**src/wppe_pkg.sv**
```systemverilog
`timescale 1ns / 1ps
package wppe_pkg;

	localparam int AC_W = 40;
	localparam int DC_W = 8;
	localparam int D_W = 3;
	localparam int W_W = 11;
	localparam int OFS_W = 8;

	localparam int DEN_W = AC_W + 1;
	// cur_ac << (d + 1) plus ref_ac, d at most 2^D_W - 1
	localparam int NUM_W = AC_W + (1 << D_W) + 1;
	localparam int DIV_STAGES = W_W;
	localparam int PIPE_DEPTH = 2 + DIV_STAGES + 4;

	localparam int PIXEL_BITS_DEF = 8;
	localparam logic [D_W-1:0] LOG2_DENOM_RST = 3'd6;

	localparam int SAT_RATIO = 15;
	localparam int W_MAX = SAT_RATIO << ((1 << D_W) - 1);
	localparam int PRED_BASE = 128;
	localparam int DELTA_MIN = -512;
	localparam int DELTA_MAX = 511;
	localparam int OFS_MIN = -128;
	localparam int OFS_MAX = 127;
	localparam int WD_MIN = -128;
	localparam int WD_MAX = 127;

	typedef struct packed {
		logic is_chroma;
		logic [DC_W-1:0] cur_dc;
		logic [DC_W-1:0] ref_dc;
		logic zero;
		logic sat;
		logic [NUM_W-1:0] rem;
		logic [DEN_W-1:0] den;
		logic [W_W-1:0] quo;
	} wppe_div_t;

	typedef struct packed {
		logic valid;
		wppe_div_t data;
	} wppe_div_req_t;

endpackage

```
**src/wppe_in_if.sv**
```systemverilog
`timescale 1ns / 1ps
interface wppe_in_if import wppe_pkg::*; ();
	logic valid;
	logic ready;
	logic is_chroma;
	logic [DC_W-1:0] cur_dc;
	logic [AC_W-1:0] cur_ac;
	logic [DC_W-1:0] ref_dc;
	logic [AC_W-1:0] ref_ac;

	modport source (output valid, is_chroma, cur_dc, cur_ac, ref_dc, ref_ac, input ready);
	modport sink (input valid, is_chroma, cur_dc, cur_ac, ref_dc, ref_ac, output ready);
endinterface

```
**src/wppe_out_if.sv**
```systemverilog
`timescale 1ns / 1ps
interface wppe_out_if import wppe_pkg::*; ();
	logic valid;
	logic ready;
	logic [W_W-1:0] weight;
	logic signed [OFS_W-1:0] offset;
	logic weight_in_range;

	modport source (output valid, weight, offset, weight_in_range, input ready);
	modport sink (input valid, weight, offset, weight_in_range, output ready);
endinterface

```
**src/weighted_pred_param_estimate.sv**
```systemverilog
`timescale 1ns / 1ps
// channel      dir  handshake        payload
// stat         in   valid/ready      is_chroma, cur_dc, cur_ac, ref_dc, ref_ac
// est          out  valid/ready      weight, offset, weight_in_range
// log2_denom   cfg  log2_denom_we    log2_denom_wdata
//
// One request per cycle unless a stall at est has filled every stage; results pass through 17
// register stages (2 prep stages, one stage per quotient bit of the 11-bit
// restoring divider, 4 offset stages).
// Each stage holds its own valid bit; a stall at est backs up stage by stage
// and bubbles collapse, so stat stays ready while any stage is empty.
// Reset clears all valid bits and sets log2_denom to 6.
module weighted_pred_param_estimate import wppe_pkg::*; #(
	parameter int PIXEL_BITS = PIXEL_BITS_DEF
) (
	input logic clk,
	input logic arst_n,
	input logic log2_denom_we,
	input logic [D_W-1:0] log2_denom_wdata,
	wppe_in_if.sink stat,
	wppe_out_if.source est
);

	logic [D_W-1:0] log2_denom_q;
	wppe_div_req_t div_req [DIV_STAGES+1];
	logic div_ready [DIV_STAGES+1];

	always_ff @(posedge clk or negedge arst_n) begin
		if (!arst_n) begin
			log2_denom_q <= LOG2_DENOM_RST;
		end else if (log2_denom_we) begin
			log2_denom_q <= log2_denom_wdata;
		end
	end

	wppe_prep u_prep (
		.clk(clk),
		.arst_n(arst_n),
		.log2_denom(log2_denom_q),
		.stat(stat),
		.dn(div_req[0]),
		.dn_ready(div_ready[0])
	);

	for (genvar i = 0; i < DIV_STAGES; i++) begin : g_div
		wppe_div_stage #(
			.BIT(DIV_STAGES - 1 - i)
		) u_stage (
			.clk(clk),
			.arst_n(arst_n),
			.up(div_req[i]),
			.up_ready(div_ready[i]),
			.dn(div_req[i+1]),
			.dn_ready(div_ready[i+1])
		);
	end

	wppe_post #(
		.PIXEL_BITS(PIXEL_BITS)
	) u_post (
		.clk(clk),
		.arst_n(arst_n),
		.log2_denom(log2_denom_q),
		.up(div_req[DIV_STAGES]),
		.up_ready(div_ready[DIV_STAGES]),
		.est(est)
	);

endmodule

```
**src/wppe_prep.sv**
```systemverilog
`timescale 1ns / 1ps
module wppe_prep import wppe_pkg::*; (
	input logic clk,
	input logic arst_n,
	input logic [D_W-1:0] log2_denom,
	wppe_in_if.sink stat,
	output wppe_div_req_t dn,
	input logic dn_ready
);

	logic valid_s1, valid_s2;
	logic ready_s1, ready_s2;
	logic chroma_s1;
	logic [DC_W-1:0] cur_dc_s1, ref_dc_s1;
	logic [AC_W-1:0] cur_ac_s1;
	logic [AC_W+3:0] ref15_s1;
	logic [NUM_W-1:0] num_s1;
	logic [DEN_W-1:0] den_s1;
	logic zero_s1;
	wppe_div_t div_s2;

	logic [D_W:0] num_sh;
	logic [NUM_W-1:0] num_c;
	logic [AC_W+3:0] ref15_c;

	assign ready_s2 = !valid_s2 || dn_ready;
	assign ready_s1 = !valid_s1 || ready_s2;
	assign stat.ready = ready_s1;

	always_comb begin
		num_sh = {1'b0, log2_denom} + (D_W+1)'(1);
		num_c = (NUM_W'(stat.cur_ac) << num_sh) + NUM_W'(stat.ref_ac);
		ref15_c = {stat.ref_ac, 4'b0000} - (AC_W+4)'(stat.ref_ac);
	end

	always_ff @(posedge clk or negedge arst_n) begin
		if (!arst_n) begin
			valid_s1 <= 1'b0;
			valid_s2 <= 1'b0;
		end else begin
			if (ready_s1) begin
				valid_s1 <= stat.valid;
			end
			if (ready_s2) begin
				valid_s2 <= valid_s1;
			end
		end
	end

	always_ff @(posedge clk) begin
		if (ready_s1 && stat.valid) begin
			chroma_s1 <= stat.is_chroma;
			cur_dc_s1 <= stat.cur_dc;
			ref_dc_s1 <= stat.ref_dc;
			cur_ac_s1 <= stat.cur_ac;
			ref15_s1 <= ref15_c;
			num_s1 <= num_c;
			den_s1 <= {stat.ref_ac, 1'b0};
			zero_s1 <= (stat.ref_ac == '0);
		end
		if (ready_s2 && valid_s1) begin
			div_s2.is_chroma <= chroma_s1;
			div_s2.cur_dc <= cur_dc_s1;
			div_s2.ref_dc <= ref_dc_s1;
			div_s2.zero <= zero_s1;
			div_s2.sat <= ((AC_W+4)'(cur_ac_s1) >= ref15_s1);
			div_s2.rem <= num_s1;
			div_s2.den <= den_s1;
			div_s2.quo <= '0;
		end
	end

	assign dn.valid = valid_s2;
	assign dn.data = div_s2;

endmodule

```
**src/wppe_div_stage.sv**
```systemverilog
`timescale 1ns / 1ps
module wppe_div_stage import wppe_pkg::*; #(
	parameter int BIT = 0
) (
	input logic clk,
	input logic arst_n,
	input wppe_div_req_t up,
	output logic up_ready,
	output wppe_div_req_t dn,
	input logic dn_ready
);

	localparam int XW = (NUM_W > DEN_W + W_W) ? NUM_W : DEN_W + W_W;

	logic valid_s;
	wppe_div_t data_s;
	wppe_div_t nxt;
	logic [XW-1:0] dsh;
	logic [XW-1:0] rem_x;
	logic take;

	assign up_ready = !valid_s || dn_ready;

	// one restoring step: quotient bit BIT
	always_comb begin
		nxt = up.data;
		dsh = XW'(up.data.den) << BIT;
		rem_x = XW'(up.data.rem);
		take = (rem_x >= dsh);
		if (take) begin
			nxt.rem = NUM_W'(rem_x - dsh);
		end
		nxt.quo[BIT] = take;
	end

	always_ff @(posedge clk or negedge arst_n) begin
		if (!arst_n) begin
			valid_s <= 1'b0;
		end else if (up_ready) begin
			valid_s <= up.valid;
		end
	end

	always_ff @(posedge clk) begin
		if (up_ready && up.valid) begin
			data_s <= nxt;
		end
	end

	assign dn.valid = valid_s;
	assign dn.data = data_s;

endmodule

```
**src/wppe_post.sv**
```systemverilog
`timescale 1ns / 1ps
module wppe_post import wppe_pkg::*; #(
	parameter int PIXEL_BITS = PIXEL_BITS_DEF
) (
	input logic clk,
	input logic arst_n,
	input logic [D_W-1:0] log2_denom,
	input wppe_div_req_t up,
	output logic up_ready,
	wppe_out_if.source est
);

	localparam int SH_MAX = (1 << D_W) - 1 + PIXEL_BITS - 8;
	localparam int SH_W = $clog2(SH_MAX + 1);
	localparam int PROD_W = W_W + DC_W;
	localparam int TW = ((PROD_W > SH_MAX) ? PROD_W : SH_MAX) + 2;
	localparam int SCL_W = W_W + 7;
	localparam int PW = SCL_W + 2;
	localparam int DW = ((TW > PW) ? TW : PW) + 1;

	function automatic logic signed [DW-1:0] clip(
		input logic signed [DW-1:0] v,
		input logic signed [DW-1:0] lo,
		input logic signed [DW-1:0] hi
	);
		logic signed [DW-1:0] r;
		if (v < lo) begin
			r = lo;
		end else if (v > hi) begin
			r = hi;
		end else begin
			r = v;
		end
		return r;
	endfunction

	logic valid_s14, valid_s15, valid_s16, valid_s17;
	logic ready_s14, ready_s15, ready_s16, ready_s17;

	logic [W_W-1:0] w_s14, w_s15, w_s16, weight_s17;
	logic chroma_s14, chroma_s15, chroma_s16;
	logic [DC_W-1:0] cur_dc_s14, ref_dc_s14, cur_dc_s15;
	logic [PROD_W-1:0] prod_s15;
	logic signed [PW-1:0] pred_s15, pred_s16;
	logic inr_s15, inr_s16, inr_s17;
	logic signed [TW-1:0] ofs_raw_s16;
	logic signed [OFS_W-1:0] offset_s17;

	logic [W_W-1:0] w_c;
	logic [SCL_W-1:0] scaled_c;
	logic [W_W+1:0] dw_c;
	logic [W_W-1:0] def_w_c;
	logic [SH_W-1:0] sh_c;
	logic [TW-1:0] rnd_c, t_c;
	logic signed [DW-1:0] diff_c, delta_c, sum_c, ofs_c;

	assign ready_s17 = !valid_s17 || est.ready;
	assign ready_s16 = !valid_s16 || ready_s17;
	assign ready_s15 = !valid_s15 || ready_s16;
	assign ready_s14 = !valid_s14 || ready_s15;
	assign up_ready = ready_s14;

	always_comb begin
		def_w_c = W_W'(1) << log2_denom;
		if (up.data.zero) begin
			w_c = def_w_c;
		end else if (up.data.sat) begin
			w_c = W_W'(SAT_RATIO) << log2_denom;
		end else begin
			w_c = up.data.quo;
		end

		scaled_c = {w_s14, 7'b0000000} >> log2_denom;
		dw_c = (W_W+2)'(def_w_c) - (W_W+2)'(w_s14);

		sh_c = SH_W'(log2_denom) + SH_W'(PIXEL_BITS - 8);
		rnd_c = (sh_c == '0) ? '0 : (TW'(1) << (sh_c - SH_W'(1)));
		t_c = (TW'(cur_dc_s15) << log2_denom) - TW'(prod_s15) + rnd_c;

		diff_c = DW'(ofs_raw_s16) - DW'(pred_s16);
		delta_c = clip(diff_c, DW'(DELTA_MIN), DW'(DELTA_MAX));
		sum_c = delta_c + DW'(pred_s16);
		if (chroma_s16) begin
			ofs_c = clip(sum_c, DW'(OFS_MIN), DW'(OFS_MAX));
		end else begin
			ofs_c = clip(DW'(ofs_raw_s16), DW'(OFS_MIN), DW'(OFS_MAX));
		end
	end

	always_ff @(posedge clk or negedge arst_n) begin
		if (!arst_n) begin
			valid_s14 <= 1'b0;
			valid_s15 <= 1'b0;
			valid_s16 <= 1'b0;
			valid_s17 <= 1'b0;
		end else begin
			if (ready_s14) begin
				valid_s14 <= up.valid;
			end
			if (ready_s15) begin
				valid_s15 <= valid_s14;
			end
			if (ready_s16) begin
				valid_s16 <= valid_s15;
			end
			if (ready_s17) begin
				valid_s17 <= valid_s16;
			end
		end
	end

	always_ff @(posedge clk) begin
		if (ready_s14 && up.valid) begin
			w_s14 <= w_c;
			chroma_s14 <= up.data.is_chroma;
			cur_dc_s14 <= up.data.cur_dc;
			ref_dc_s14 <= up.data.ref_dc;
		end
		if (ready_s15 && valid_s14) begin
			w_s15 <= w_s14;
			chroma_s15 <= chroma_s14;
			cur_dc_s15 <= cur_dc_s14;
			prod_s15 <= PROD_W'(w_s14) * PROD_W'(ref_dc_s14);
			pred_s15 <= $signed(PW'(PRED_BASE) - PW'(scaled_c));
			inr_s15 <= ($signed(dw_c) <= WD_MAX) && ($signed(dw_c) >= WD_MIN);
		end
		if (ready_s16 && valid_s15) begin
			w_s16 <= w_s15;
			chroma_s16 <= chroma_s15;
			pred_s16 <= pred_s15;
			inr_s16 <= inr_s15;
			// arithmetic shift gives the floor
			ofs_raw_s16 <= $signed(t_c) >>> sh_c;
		end
		if (ready_s17 && valid_s16) begin
			weight_s17 <= w_s16;
			offset_s17 <= OFS_W'(ofs_c);
			inr_s17 <= inr_s16;
		end
	end

	assign est.valid = valid_s17;
	assign est.weight = weight_s17;
	assign est.offset = offset_s17;
	assign est.weight_in_range = inr_s17;

endmodule

```
**src/flat_wrapper.sv**
```systemverilog
// flat-port wrapper written by rule: the top's interface ports become plain ports
module weighted_pred_param_estimate_flat import wppe_pkg::*;
#(
	parameter int PIXEL_BITS = PIXEL_BITS_DEF
)
  (clk, arst_n, log2_denom_we, log2_denom_wdata, stat_valid, stat_is_chroma, stat_cur_dc, stat_cur_ac, stat_ref_dc, stat_ref_ac, stat_ready, est_valid, est_weight, est_offset, est_weight_in_range, est_ready);
  wppe_in_if stat_i ();
  wppe_out_if est_i ();
  input logic clk;
  input logic arst_n;
  input logic log2_denom_we;
  input logic [D_W-1:0] log2_denom_wdata;
  input wire logic [$bits(stat_i.valid)-1:0] stat_valid;
  input wire logic [$bits(stat_i.is_chroma)-1:0] stat_is_chroma;
  input wire logic [$bits(stat_i.cur_dc)-1:0] stat_cur_dc;
  input wire logic [$bits(stat_i.cur_ac)-1:0] stat_cur_ac;
  input wire logic [$bits(stat_i.ref_dc)-1:0] stat_ref_dc;
  input wire logic [$bits(stat_i.ref_ac)-1:0] stat_ref_ac;
  output wire logic [$bits(stat_i.ready)-1:0] stat_ready;
  output wire logic [$bits(est_i.valid)-1:0] est_valid;
  output wire logic [$bits(est_i.weight)-1:0] est_weight;
  output wire logic [$bits(est_i.offset)-1:0] est_offset;
  output wire logic [$bits(est_i.weight_in_range)-1:0] est_weight_in_range;
  input wire logic [$bits(est_i.ready)-1:0] est_ready;
  assign stat_i.valid = stat_valid;
  assign stat_i.is_chroma = stat_is_chroma;
  assign stat_i.cur_dc = stat_cur_dc;
  assign stat_i.cur_ac = stat_cur_ac;
  assign stat_i.ref_dc = stat_ref_dc;
  assign stat_i.ref_ac = stat_ref_ac;
  assign stat_ready = stat_i.ready;
  assign est_valid = est_i.valid;
  assign est_weight = est_i.weight;
  assign est_offset = est_i.offset;
  assign est_weight_in_range = est_i.weight_in_range;
  assign est_i.ready = est_ready;
  weighted_pred_param_estimate #(.PIXEL_BITS(PIXEL_BITS)) u_core (.clk(clk), .arst_n(arst_n), .log2_denom_we(log2_denom_we), .log2_denom_wdata(log2_denom_wdata), .stat(stat_i), .est(est_i));
endmodule
```
**config.mk**
```make
export PLATFORM = sky130hd
export DESIGN_NAME = weighted_pred_param_estimate_flat
export DESIGN_NICKNAME = d
export VERILOG_FILES = /design/src/wppe_pkg.sv /design/src/wppe_in_if.sv /design/src/wppe_out_if.sv /design/src/weighted_pred_param_estimate.sv /design/src/wppe_prep.sv /design/src/wppe_div_stage.sv /design/src/wppe_post.sv /design/src/flat_wrapper.sv
export SDC_FILE = /design/constraint.sdc
export NUM_CORES = 2
export LEC_CHECK = 0
export BUFFER_PORTS_ARGS = -buffer_cell sky130_fd_sc_hd__buf_2
export CAP_MARGIN = 10
export CORE_UTILIZATION = 53
export CTS_BUF_LIST = sky130_fd_sc_hd__clkbuf_8
export CTS_CLUSTER_DIAMETER = 120
export DETAILED_ROUTE_END_ITERATION = 8
export PLACE_DENSITY_LB_ADDON = 0.25
export SLEW_MARGIN = 5
export SYNTH_ARGS = -nofsm -noshare
export SYNTH_HDL_FRONTEND = slang
export SYNTH_HIERARCHICAL = 1
export SYNTH_SLANG_ARGS = --single-unit
```
**constraint.sdc**
```tcl
create_clock -name clk -period 6.5 [get_ports clk]
set_input_delay 0.975 -clock clk [delete_from_list [all_inputs] [get_ports clk]]
set_output_delay 0.975 -clock clk [all_outputs]
set_load 0.005 [all_outputs]
```
; Word-level counts from Yosys, hierarchy flattened
; Index checks and enable logic that the tools add are counted.
; W data, S select, Z words.
[word_totals]
reg_bits = 1646
inputBits = 105
output_inout_bits = 22
word_cells = 259
[classes]
n_addsub = 20
multipliers = 1
order_cmp = 20
n_shift = 7
mux = 20
reduce_logical = 54
[op_table]
columns = op, n
row1 = $mux W49, 10
row2 = $sub A49 B49 Y49, 3
row3 = $ge A49 B51 Y1, 1
row4 = $ge A49 B50 Y1, 1
row5 = $add A49 B40 Y49, 1
row6 = $ge A49 B41 Y1, 1
row7 = $ge A49 B42 Y1, 1
row8 = $ge A49 B43 Y1, 1
row9 = $ge A49 B44 Y1, 1
row10 = $ge A49 B45 Y1, 1
row11 = $ge A49 B46 Y1, 1
row12 = $ge A49 B47 Y1, 1
row13 = $ge A49 B48 Y1, 1
row14 = $ge A49 B49 Y1, 1
row15 = $shl A40 B4 Y49, 1
row16 = $sub A49 B42 Y49, 1
row17 = $sub A49 B43 Y49, 1
row18 = $sub A49 B44 Y49, 1
row19 = $sub A49 B45 Y49, 1
row20 = $sub A49 B46 Y49, 1
row21 = $sub A49 B47 Y49, 1
row22 = $sub A49 B48 Y49, 1
row23 = $ge A40 B44 Y1, 1
row24 = $mux W22, 2
row25 = 32 further kinds, 86

; Logic depth before layout (Yosys ltp)
[depth]
word_depth = 19
mapped_depth = 24
ltp_nobuf = 24

; Cells and area by module
; The synthesis kept the hierarchy.
[modules_own_cells]
columns = module, n_inst, cells_each, area_each_um2, seq_area_each_um2
row1 = wppe_prep, 1, 1523, 17100.2, 8998.6
row2 = wppe_post, 1, 1469, 14518.9, 4904.7
row3 = wppe_div_stage (u_core.g_div[8].u_stage), 1, 674, 7053.0, 3628.5
row4 = wppe_div_stage (u_core.g_div[10].u_stage), 1, 672, 7045.5, 3628.5
row5 = wppe_div_stage (u_core.g_div[9].u_stage), 1, 632, 6940.4, 3628.5
row6 = wppe_div_stage (u_core.g_div[7].u_stage), 1, 650, 6875.3, 3628.5
row7 = wppe_div_stage (u_core.g_div[5].u_stage), 1, 638, 6867.8, 3628.5
row8 = wppe_div_stage (u_core.g_div[6].u_stage), 1, 622, 6811.5, 3628.5
row9 = wppe_div_stage (u_core.g_div[4].u_stage), 1, 621, 6807.8, 3628.5
row10 = wppe_div_stage (u_core.g_div[1].u_stage), 1, 600, 6744.0, 3628.5
row11 = wppe_div_stage (u_core.g_div[2].u_stage), 1, 611, 6722.7, 3628.5
row12 = wppe_div_stage (u_core.g_div[3].u_stage), 1, 619, 6715.2, 3628.5
row13 = wppe_div_stage (u_core.g_div[0].u_stage), 1, 575, 6498.7, 3628.5
row14 = weighted_pred_param_estimate, 1, 6, 111.4, 77.6

; Worst setup path before layout
; No wires, ideal clock.
[synth_path]
path_type = input to register
from = in est_ready
to = reg u_core.u_prep.chroma_s1 (enable)
setup_time_ps = 575
arrival_ps = 7030
required_ps = 5925
path_slack_ps = -1105
stages = 15
path_buffers = 0
path_cell_list = nor2b_1 nand4_1 nand2b_1 nand2b_1 nand2b_1 nand2b_1 nand2b_1 nand2b_1 nand2b_1 nand2b_1 nand2b_1 nand2b_1 nand2b_1 nand3b_1 and2_1
[synth_lines]
columns = item, line
row1 = "start, declared", flat_wrapper.sv:24  ; input wire logic [$bits(est_i.ready)-1:0] est_ready;
row2 = "end signal, assigned", wppe_prep.sv:52  ; chroma_s1 <= stat.is_chroma;
row3 = "end, declared", wppe_prep.sv:13  ; logic chroma_s1;

; Final worst setup path
[layout_path]
from = reg u_core.u_post.ofs_raw_s16[0]
to = reg u_core.u_post.offset_s17[3], in the netlist u_core/u_post/est.offset[3], data pin
[layout_via]
elab_chain_len = 9
word_cells_on_any_way = 15
cone_classes = 2 x add/sub / 6 x order compare / 7 x mux
[layout_lines]
columns = item, line
row1 = "start, declared", wppe_post.sv:46  ; logic signed [TW-1:0] ofs_raw_s16;
row2 = "start signal, assigned", wppe_post.sv:133  ; ofs_raw_s16 <= $signed(t_c) >>> sh_c;
row3 = $sub A21 B20 Y22, wppe_post.sv:80  ; diff_c = DW'(ofs_raw_s16) - DW'(pred_s16);
row4 = $gt A22 B10 Y1, wppe_post.sv:29  ; end else if (v > hi) begin
row5 = $mux W22, wppe_post.sv:29
row6 = $mux W22, wppe_post.sv:27  ; if (v < lo) begin
row7 = $add A22 B20 Y22, wppe_post.sv:82  ; sum_c = delta_c + DW'(pred_s16);
row8 = $gt A22 B8 Y1, wppe_post.sv:29
row9 = $mux W8, wppe_post.sv:29
row10 = $mux W8, wppe_post.sv:27
row11 = $mux W8 *, wppe_post.sv:83  ; if (chroma_s16) begin
row12 = net u_core.u_post.ofs_c[3], wppe_post.sv:55  ; logic signed [DW-1:0] diff_c, delta_c, sum_c, ofs_c;
row13 = "end signal, assigned", wppe_post.sv:137  ; offset_s17 <= OFS_W'(ofs_c);
row14 = "end, declared", wppe_post.sv:47  ; logic signed [OFS_W-1:0] offset_s17;
; The timed path passes the listed nets; every way through them passes the cells marked *.
; A chain may end at the register's enable or synchronous reset.

==> results by group <==
Status
  • Status: finished, violations left
  • Violated checks: DRC

Setup path
  • Crit path largest cell delay: 0.40 ns
  • CP Class: reg2reg
  • CP Launch Type: flop
  • Most used cell, CP: buf_4
  • WP data required: 7.19 ns
  • R2r endpoint: u_core/u_post/est.offset[3]
  • CP Capture Point: u_core/u_post/est.offset[3]
  • Worst r2r src: u_core/u_post/ofs_raw_s16[0]
  • R2R Setup Slk: 0.35 ns
  • CP Capture Type: flop
  • Critical path arrival: 6.84 ns
  • Worst setup startpoint: u_core/u_post/ofs_raw_s16[0]
  • R2R depth: 29
  • Slowest cell on the critical path: fa_1
  • CP max FO: 7

STA
  • Tmin final: 6.15 ns
  • Fin. max-slew vios: 0
  • TNS Setup: 0 ns
  • Layout Skew: 0.110 ns
  • Slew Limit Headroom: 24.4%
  • Fmax: 0.162 GHz
  • Final worst setup slack: 0.345 ns
  • # setup viols final: 0
  • Unrepaired setup endpoints after global routing: true
  • Min Hold Slack: 0.144 ns
  • Final Hold Viols: 0
  • Period utilization: 94.7%
  • Worst-Margin Slew: 1.12 ns

Floorplanning
  • Die Span Y: 437 microns
  • Die area: 191,000 sq um
  • Io pins: 127
  • Core box area: 188,000 sq um
  • Initial Utilization: 53.4%
  • Die X: 437 microns
  • Num rows: 159

Final layout
  • Share of cells above drive strength 1: 9.60%
  • Area occupied by multi-input gates: 45,900 sq um
  • Fin area: 109,000 sq um
  • Final nets: 10,400
  • Most frequent cells in the layout: 1,633 x edfxtp_1, 894 x inv_1, 877 x nand2_1
  • Layout fillers: 15,800
  • Commonest non-fill, non-tap cell in the layout: edfxtp_1
  • Sequential Area: 49,500 sq um
  • Syn-to-layout area delta: 8.49%

Global routing
  • GRT Residual Overflow: 0
  • Vias in the first global route: 71,300
  • Met1 GRT Util: 31.4%
  • Initial antenna violation count: 5
  • Total track usage: 25.9%
  • M3 GR Usage: 3.23%
  • Grt peak-use layer: met2
  • Pin count of the biggest net entering global routing: 120
  • GR Layer Usage met2: 45.0%
  • First-pass GRT wire length: 392,000 microns

CTS
  • CTS Buf Count: 294
  • Worst skew pair latency: 1.06 ns
  • H-tree Lvls: 5
  • Clock sink total: 1,653
  • Root Buffer: clkbuf_8
  • Clk slew on worst S/H paths: 0.06 ns
  • Clock buffer depth: 4
  • CTS tree: built

Place
  • Routability cong.: 0.958
  • DP Area: 103,000 sq um
  • Setup WS pre-CTS: -0.239 ns
  • IO Port Bufs: 126
  • Post-DP HPWL: 195,000 microns

Synth
  • Syn Nets: 10,300
  • Avg Cell Area, Syn: 10.7 sq um
  • Syn Inst Count: 9,403
  • Area of the mapped netlist: 100,000 sq um
  • Yosys warnings: 6

Min path
  • Worst Hold Class: in2reg
  • Hold wc startpoint: stat_is_chroma
  • Hold Path Depth: 1

Pwr
  • PwrDens: 427 nW/um^2
  • Power Total: 0.0465 W
  • P_leak: 44.2 nW
  • Peak supply drop: 582 uV

Routing
  • Drt first pass iters: 8
  • Vias: 72,100
  • Via density: 5.87
  • Antenna Violating Nets Remaining: 0
  • Wire per inst: 20.6 microns
  • DRT iter0 DRCs: 5,186
  • # DRC: 8
  • WL final: 253,000 microns

Flow run
  • Max Cap Violations: 0
-- registers in the layout, summed over array words and instances (netlist names), 8 cells and up --
register / count
u_core/g_div.u_stage/dn: 1175
u_core/u_prep/dn: 108
u_core/u_prep/num_s1: 49
u_core/u_prep/ref15_s1: 44
u_core/u_prep/cur_ac_s1: 40
u_core/u_prep/den_s1: 39
u_core/u_post/ofs_raw_s16: 21
u_core/u_post/pred_s15: 19
u_core/u_post/pred_s16: 19
u_core/u_post/prod_s15: 19
u_core/g_div.u_stage/valid_s: 11
u_core/u_post/est.weight: 11
u_core/u_post/w_s14: 11
u_core/u_post/w_s15: 11
u_core/u_post/w_s16: 11
u_core/u_post/cur_dc_s14: 8
u_core/u_post/cur_dc_s15: 8
u_core/u_post/est.offset: 8
u_core/u_post/ref_dc_s14: 8
u_core/u_prep/cur_dc_s1: 8
u_core/u_prep/ref_dc_s1: 8
-- repair_timing --
item                                    in CTS  in global routing
endpoints found under the setup margin       7                  7
setup buffers                                0                  3
hold buffers                                 1                  0
pin swaps                                    0                 10
resized for setup                            3                 17
hold endpoints to repair                    18                  0
-- through the flow --
step	utilization [%]	cells
2_1_floorplan	-	9403
3_3_place_gp	55.0	11800
3_5_place_dp	55.0	11800
4_1_cts	57.9	12300
5_1_grt	57.9	12300
6_report	57.9	12300
-- cell type report --
| class | count | area share, % |
|---|---|---|
| antenna | 8 | 0.0184 |
| clock buffer | 301 | 3.81 |
| clock inverter | 204 | 1.15 |
| inverter | 827 | 2.85 |
| multi-input combinational | 6560 | 42.2 |
| sequential | 1653 | 45.5 |
| tap | 2495 | 2.87 |
| timing repair buffer | 247 | 1.54 |
-- report_power, final --
part           switching [W]  total, W  internal [W]
Combinational         0.0124    0.0213       0.00889
Sequential           0.00131    0.0161        0.0148
Clock                0.00418   0.00903       0.00485
-- critical path: cells and delay by family, from the launching register on --
kind	cells	cell delay [ns]
AOI/OAI and AO/OA	13	2.66
adders and majority gates	4	1.13
buffers and inverters	7	0.98
and+or+nand+nor	3	0.43
DFF	1	0.39
xor gates and xnor gates	2	0.25
-- worst min path at each step --
stage	endpoint	slack, ns
2_1_floorplan	u_core/g_div[0].u_stage/dn[101]	0.40
3_3_place_gp	u_core/g_div[6].u_stage/dn[106]	0.40
3_5_place_dp	u_core/g_div[0].u_stage/dn[116]	0.40
4_1_cts	u_core/u_prep/ref_dc_s1[6]	0.04
5_1_grt	u_core/u_prep/ref_dc_s1[6]	0.06
6_report	u_core/u_prep/chroma_s1	0.14
-- routing by layer --
metal	vias up	share of wire, %
met3	680	4.5
li1	34900	-
met2	2183	49
met4	0	5.5
met1	34400	41
met5	-	0
(Power assumes the default switching activity.)
